`src/pngf_pkg.sv`:
```
// ----------------------------------------------------------------------------
// pngf_pkg: shared types, codes and prediction functions
// Filter codes, register map and the byte predictors of the row filter.
// ----------------------------------------------------------------------------
package pngf_pkg;

  localparam int MAX_ROW_BYTES_DEF = 8192;
  localparam int MAX_BPP_DEF       = 8;

  localparam int BPP_W    = 4;
  localparam int ROWB_W   = 14;
  localparam int CFG_AW   = 4;
  localparam int CFG_DW   = 32;

  typedef enum logic [1:0] {
    FILT_SUB   = 2'd0,
    FILT_UP    = 2'd1,
    FILT_AVG   = 2'd2,
    FILT_PAETH = 2'd3
  } filt_t;

  typedef enum logic [1:0] {
    REG_DIRECTION = 2'd0,
    REG_BPP       = 2'd1,
    REG_ROW_BYTES = 2'd2
  } reg_idx_t;

  localparam logic DIR_ENCODE = 1'b0;
  localparam logic DIR_DECODE = 1'b1;

  // one item held in the compute stage (parameter-free fields only)
  typedef struct packed {
    logic [7:0] data;
    logic [1:0] ftype;
    logic       first_row;
    logic       has_left;
    logic       last;
  } s1_item_t;

  // Paeth: ties go left, then up, then upper-left
  function automatic logic [7:0] paeth_pick(input logic [7:0] a, input logic [7:0] b,
                                            input logic [7:0] c);
    logic signed [10:0] p;
    logic signed [10:0] da;
    logic signed [10:0] db;
    logic signed [10:0] dc;
    logic [7:0]         res;
    p  = $signed({3'b000, a}) + $signed({3'b000, b}) - $signed({3'b000, c});
    da = p - $signed({3'b000, a});
    db = p - $signed({3'b000, b});
    dc = p - $signed({3'b000, c});
    if (da < 0) da = -da;
    if (db < 0) db = -db;
    if (dc < 0) dc = -dc;
    if (da <= db && da <= dc) res = a;
    else if (db <= dc)        res = b;
    else                      res = c;
    return res;
  endfunction

  function automatic logic [7:0] predict(input logic [1:0] ftype, input logic [7:0] left,
                                         input logic [7:0] up, input logic [7:0] upleft);
    logic [8:0] sum;
    logic [7:0] res;
    sum = {1'b0, left} + {1'b0, up};
    unique case (filt_t'(ftype))
      FILT_SUB:   res = left;
      FILT_UP:    res = up;
      FILT_AVG:   res = sum[8:1];
      FILT_PAETH: res = paeth_pick(left, up, upleft);
      default:    res = left;
    endcase
    return res;
  endfunction

endpackage

```
`src/pngf_pixel_core.sv`:
```
// ----------------------------------------------------------------------------
// pngf_pixel_core: prediction and filter arithmetic
// Holds the left and upper-left history per byte slot, forms the
// predictor and applies or removes it.
// ----------------------------------------------------------------------------
module pngf_pixel_core #(
  parameter int MAX_BPP = pngf_pkg::MAX_BPP_DEF,
  parameter int SW      = (MAX_BPP > 1) ? $clog2(MAX_BPP) : 1
) (
  input  logic                 clk,
  input  logic                 rst_n,
  input  pngf_pkg::s1_item_t   item,
  input  logic [SW-1:0]        slot,
  input  logic [7:0]           up_mem,
  input  logic                 direction,
  input  logic                 commit,
  output logic [7:0]           result,
  output logic [7:0]           raw
);

  logic [7:0] left_hist_r [MAX_BPP];
  logic [7:0] ul_hist_r   [MAX_BPP];
  logic [7:0] left;
  logic [7:0] up;
  logic [7:0] upleft;
  logic [7:0] pred;

  always_comb begin
    up     = item.first_row ? 8'd0 : up_mem;
    left   = item.has_left ? left_hist_r[slot] : 8'd0;
    upleft = (item.has_left && !item.first_row) ? ul_hist_r[slot] : 8'd0;
    pred   = pngf_pkg::predict(item.ftype, left, up, upleft);
    if (direction == pngf_pkg::DIR_ENCODE) begin
      result = item.data - pred;
      raw    = item.data;
    end else begin
      result = item.data + pred;
      raw    = result;
    end
  end

  always_ff @(posedge clk) begin
    if (!rst_n) begin
      for (int i = 0; i < MAX_BPP; i++) begin
        left_hist_r[i] <= 8'd0;
        ul_hist_r[i]   <= 8'd0;
      end
    end else if (commit) begin
      left_hist_r[slot] <= raw;
      ul_hist_r[slot]   <= up;
    end
  end

endmodule

```
`config.mk`:
```
export PLATFORM = sky130hd
export DESIGN_NAME = pngf_pixel_core
export DESIGN_NICKNAME = d
export VERILOG_FILES = /design/src/pngf_pkg.sv /design/src/pngf_pixel_core.sv
export SDC_FILE = /design/constraint.sdc
export NUM_CORES = 1
export LEC_CHECK = 0
export BUFFER_PORTS_ARGS = -buffer_cell sky130_fd_sc_hd__buf_2
export CAP_MARGIN = 30
export CORE_ASPECT_RATIO = 1.25
export CORE_MARGIN = 4
export CORE_UTILIZATION = 63
export CTS_CLUSTER_DIAMETER = 50
export DETAILED_ROUTE_END_ITERATION = 16
export HOLD_SLACK_MARGIN = 0.08
export PLACE_DENSITY_LB_ADDON = 0.08
export SKIP_CTS_REPAIR_TIMING = 1
export SYNTH_ARGS = -nofsm -noshare
export SYNTH_HDL_FRONTEND = slang
export SYNTH_SLANG_ARGS = --single-unit
```
`constraint.sdc`:
```
create_clock -name clk -period 17.89 [get_ports clk]
set_clock_uncertainty 0.15 [all_clocks]
set_input_delay 3.578 -clock clk [delete_from_list [all_inputs] [get_ports clk]]
set_output_delay 3.578 -clock clk [all_outputs]
set_load 0.05 [all_outputs]
```
==> summary.md <==
The final RePlAce weighted congestion was 0.949. The first detailed-routing pass ran for 5 iterations. The routed design could run at a clock period as short as 17.26 ns.

After synthesis, the mean cell area works out to 9.44 um2. The startpoint identified for the worst register-to-register timing path is ul_hist_r[3][0]$_SDFFCE_PN0P_. For the initial antenna violation count, the log shows 1.

Row generation in the floorplan step produced 51 rows. The logs give 0.0579 GHz for the maximum clock rate and 0.650 for the initial core utilization. The overall track demand over capacity in global routing was 0.303. Dominant synthesized flop cell: sky130_fd_sc_hd__edfxtp_1. The worst hold path begins at left_hist_r[6][3]$_SDFFCE_PN0P_. Global routing met3 resource utilization: 0.0497. The vias after detailed routing was 8287; the number of enable flip-flop cells after synthesis was 128.

For this design the ratio of total power to cell area is 209 mW/mm2. Setup repair after global routing left no endpoint under its margin. After detailed routing, the total wire length is 27300 um.

Number of buffer cells added on primary ports: 42. The worst slew margin relative to its limit came out at 0.324. The flow ran to the end, and the final reports show no timing, DRC or antenna violations. Detailed placement ended at an HPWL of 20000 um.

The proportion of register bits with asynchronous set or reset after synthesis was 0. Final-report max-slew violation count: 0. The global routing usage on met2 was 0.541.

The core region area was 0.0158 mm2. The worst setup path is launched from a primary input. Root buffer cell: sky130_fd_sc_hd__clkbuf_16. The logs give 1359 for the final standard cell count with taps included and fillers excluded and 0 for the antenna violation net count after detailed routing. The DRC violations left was 0.

Entering global routing, the biggest net connects 28 pins. The final routed wire length divided by cell count was 20.1 um. The area growth from synthesis to layout is 10.9%.

For this design, the sink count on the clock tree is 128. The setup TNS is 0 ns, and the clock slew at the register clock pins of the worst setup and hold paths is 0.05 ns. Setup slack on the worst reg-to-reg path comes out at 7.51 ns.

Number of standard cells after synthesis: 1090. The largest voltage drop on the vdd net was 174 uV. Share of final-layout standard cells stronger than drive strength 1: 0.125. The setup path with the least slack is of type primary input to output port. The min-delay analysis places its worst path in the category flip-flop to flip-flop. The final clock period utilization by the worst path was 0.965; the detail-routed via count per cell was 6.10. For the floorplan die area, the log shows 0.0184 mm2. The summed instance area of the synthesized netlist was 0.0103 mm2; the number of DRC markers after the initial detailed-route iteration was 725.

The worst path arrival time came out at 13.53 ns. The number of flip-flops and latches in the synthesized netlist is 128, and the count of different cell masters after synthesis is 82. The first global-routing pass estimated 41800 um of wire.

After the last flow step, the layout net total stands at 1261. For the utilization after layout, the log shows 0.721. On the critical path, the stage with the largest delay is an instance of sky130_fd_sc_hd__mux4_2. Max-cap violations in this run came to 0. From left edge to right edge, the die measures 122 um. The number of top-level pins was 44; the pin slew with the least headroom to its limit was 1.01 ns. The run gives 4.83 nW as the cell leakage power. The largest single stage delay on the critical path is 0.52 ns.

The chip height is 151 um. The clock insertion delay at the later pin of the skew report was 0.42 ns; the via count of the first global-routing pass was 8040. The Yosys step of the flow raised 0 warnings.

The tools report the number of hold violations in the final report as 0. In this run the worst path has a maximum fanout of 19. TritonCTS built the clock tree. The total placed cells including tap cells is 1327. Data on the critical path is required at its endpoint by 14.16 ns.

The number of nets in the synthesized netlist is 1217. For the number of buffers created by CTS, the log shows 17. The sequential fraction of the synthesis area is 0.374. The endpoint type of the worst setup path was an output port. In this run the worst setup path begins at slot[2]. The global routing usage on met1 came out at 0.358.

The global routing stage identified its most utilized layer as met2. The total grt overflow is 0. Final setup violation count: 0. The longest clock path from root to sink contains 2 buffers. In this run the number of H-tree levels came out at 4.
==> power by group <==
| part | switching, mW | internal [mW] |
|---|---|---|
| clock network | 0.122 | 0.216 |
| registers | 0.00437 | 0.349 |
| logic | 1.04 | 0.660 |
| total | 1.16 | 1.22 |
==> per-stage QoR <==
step           cell area (um2)  hold WS [ns]  total power [mW]  worst slack [ns]
3_3_place_gp             10800          1.71              1.99             0.661
5_1_grt                  11400          1.87              2.58           0.00734
2_1_floorplan            10300          1.31              1.65              1.04
3_5_place_dp             10800          1.71              2.03             0.562
4_1_cts                  11400          1.74              2.37             0.532
6_report                 11400          1.74              2.39             0.628
==> cell families after synthesis <==
logic type	after synthesis	share of synthesized area
flip-flops	128	0.374
multiplexers	50	0.0661
XOR/XNOR	65	0.0567
AND/OR/NAND/NOR	386	0.166
AO/OA/AOI/OAI	238	0.160
adder cells (fa/ha/maj)	99	0.130
other	2	0.000730
buffers and inverters	122	0.0466
==> worst max-delay path, delay by kind of cell <==
family	cells	cell delay (ns)
AO/OA/AOI/OAI	22	5.09
adder cells (fa/ha/maj)	6	1.78
buffers and inverters	7	1.15
multiplexers	2	0.85
AND/OR/NAND/NOR	6	0.82
XOR/XNOR	1	0.21
==> path summary, 6_finish.rpt <==
kind         cells after the start                               to
min reg2reg                     11  left_hist_r[5][3]$_SDFFCE_PN0P_
min                             11  left_hist_r[5][3]$_SDFFCE_PN0P_
max reg2reg                     43  left_hist_r[2][7]$_SDFFCE_PN0P_
max                             44                           raw[7]
==> registers in the layout, indices dropped and copies added, names as in the netlist <==
name,count
left_hist_r,64
ul_hist_r,64
==> cell usage in the layout (no fill, tap or decap), drive strengths merged, types with 6 or more instances in the layout <==
cell    instances
nand2          76
mux4           12
clkbuf         22
clkinv          7
a21boi          9
nor2          207
o21bai          9
a31oi          16
nand2b         22
a21o           20
mux2i          28
o211ai          7
edfxtp        128
o31ai           7
inv            73
xnor2          44
fa             13
mux2           10
a21oi          61
o21ai          35
nand3          16
a22oi           6
nor3           14
buf            71
and2            6
ha             86
a211oi         18
xor2           20
nor2b          16
==> synth_stat cells, types with 6 or more instances <==
cell type / n / area [um2]
sky130_fd_sc_hd__nand2_1: 76 / 285
sky130_fd_sc_hd__a21oi_1: 61 / 305
sky130_fd_sc_hd__o21ai_0: 32 / 160
sky130_fd_sc_hd__o211ai_1: 6 / 45.0
sky130_fd_sc_hd__a21boi_0: 8 / 60.1
sky130_fd_sc_hd__nand2b_1: 22 / 138
sky130_fd_sc_hd__edfxtp_1: 128 / 3840
sky130_fd_sc_hd__mux4_2: 12 / 270
sky130_fd_sc_hd__fa_1: 13 / 260
sky130_fd_sc_hd__nor2b_1: 16 / 100
sky130_fd_sc_hd__a22oi_1: 6 / 45.0
sky130_fd_sc_hd__a211oi_1: 17 / 128
sky130_fd_sc_hd__nor3_1: 13 / 65.1
sky130_fd_sc_hd__mux2_2: 9 / 101
sky130_fd_sc_hd__xnor2_1: 44 / 385
sky130_fd_sc_hd__clkbuf_1: 36 / 135
sky130_fd_sc_hd__ha_1: 86 / 1080
sky130_fd_sc_hd__o31ai_1: 6 / 45.0
sky130_fd_sc_hd__a21o_1: 20 / 150
sky130_fd_sc_hd__inv_1: 72 / 270
sky130_fd_sc_hd__a31oi_1: 16 / 100
sky130_fd_sc_hd__nor2_1: 207 / 777
sky130_fd_sc_hd__mux2i_1: 27 / 270
sky130_fd_sc_hd__o21bai_1: 9 / 67.6
sky130_fd_sc_hd__xor2_1: 20 / 175
sky130_fd_sc_hd__nand3_1: 15 / 75.1
==> per-layer routing <==
metal	wire [um]	up-vias
li1	-	4000
met1	10300	3885
met2	14100	331
met3	1840	69
met4	1030	2
met5	34	-
==> layout make-up <==
type | count | area [um2]
antenna | 1 | 2.50
clock buffer | 19 | 433
clock inverter | 12 | 144
fill | 1267 | 4420
inverter | 73 | 274
multi-input combinational | 840 | 5970
sequential | 128 | 3840
tap | 212 | 265
timing repair buffer | 74 | 470
Power figures use the tool's default switching activity.
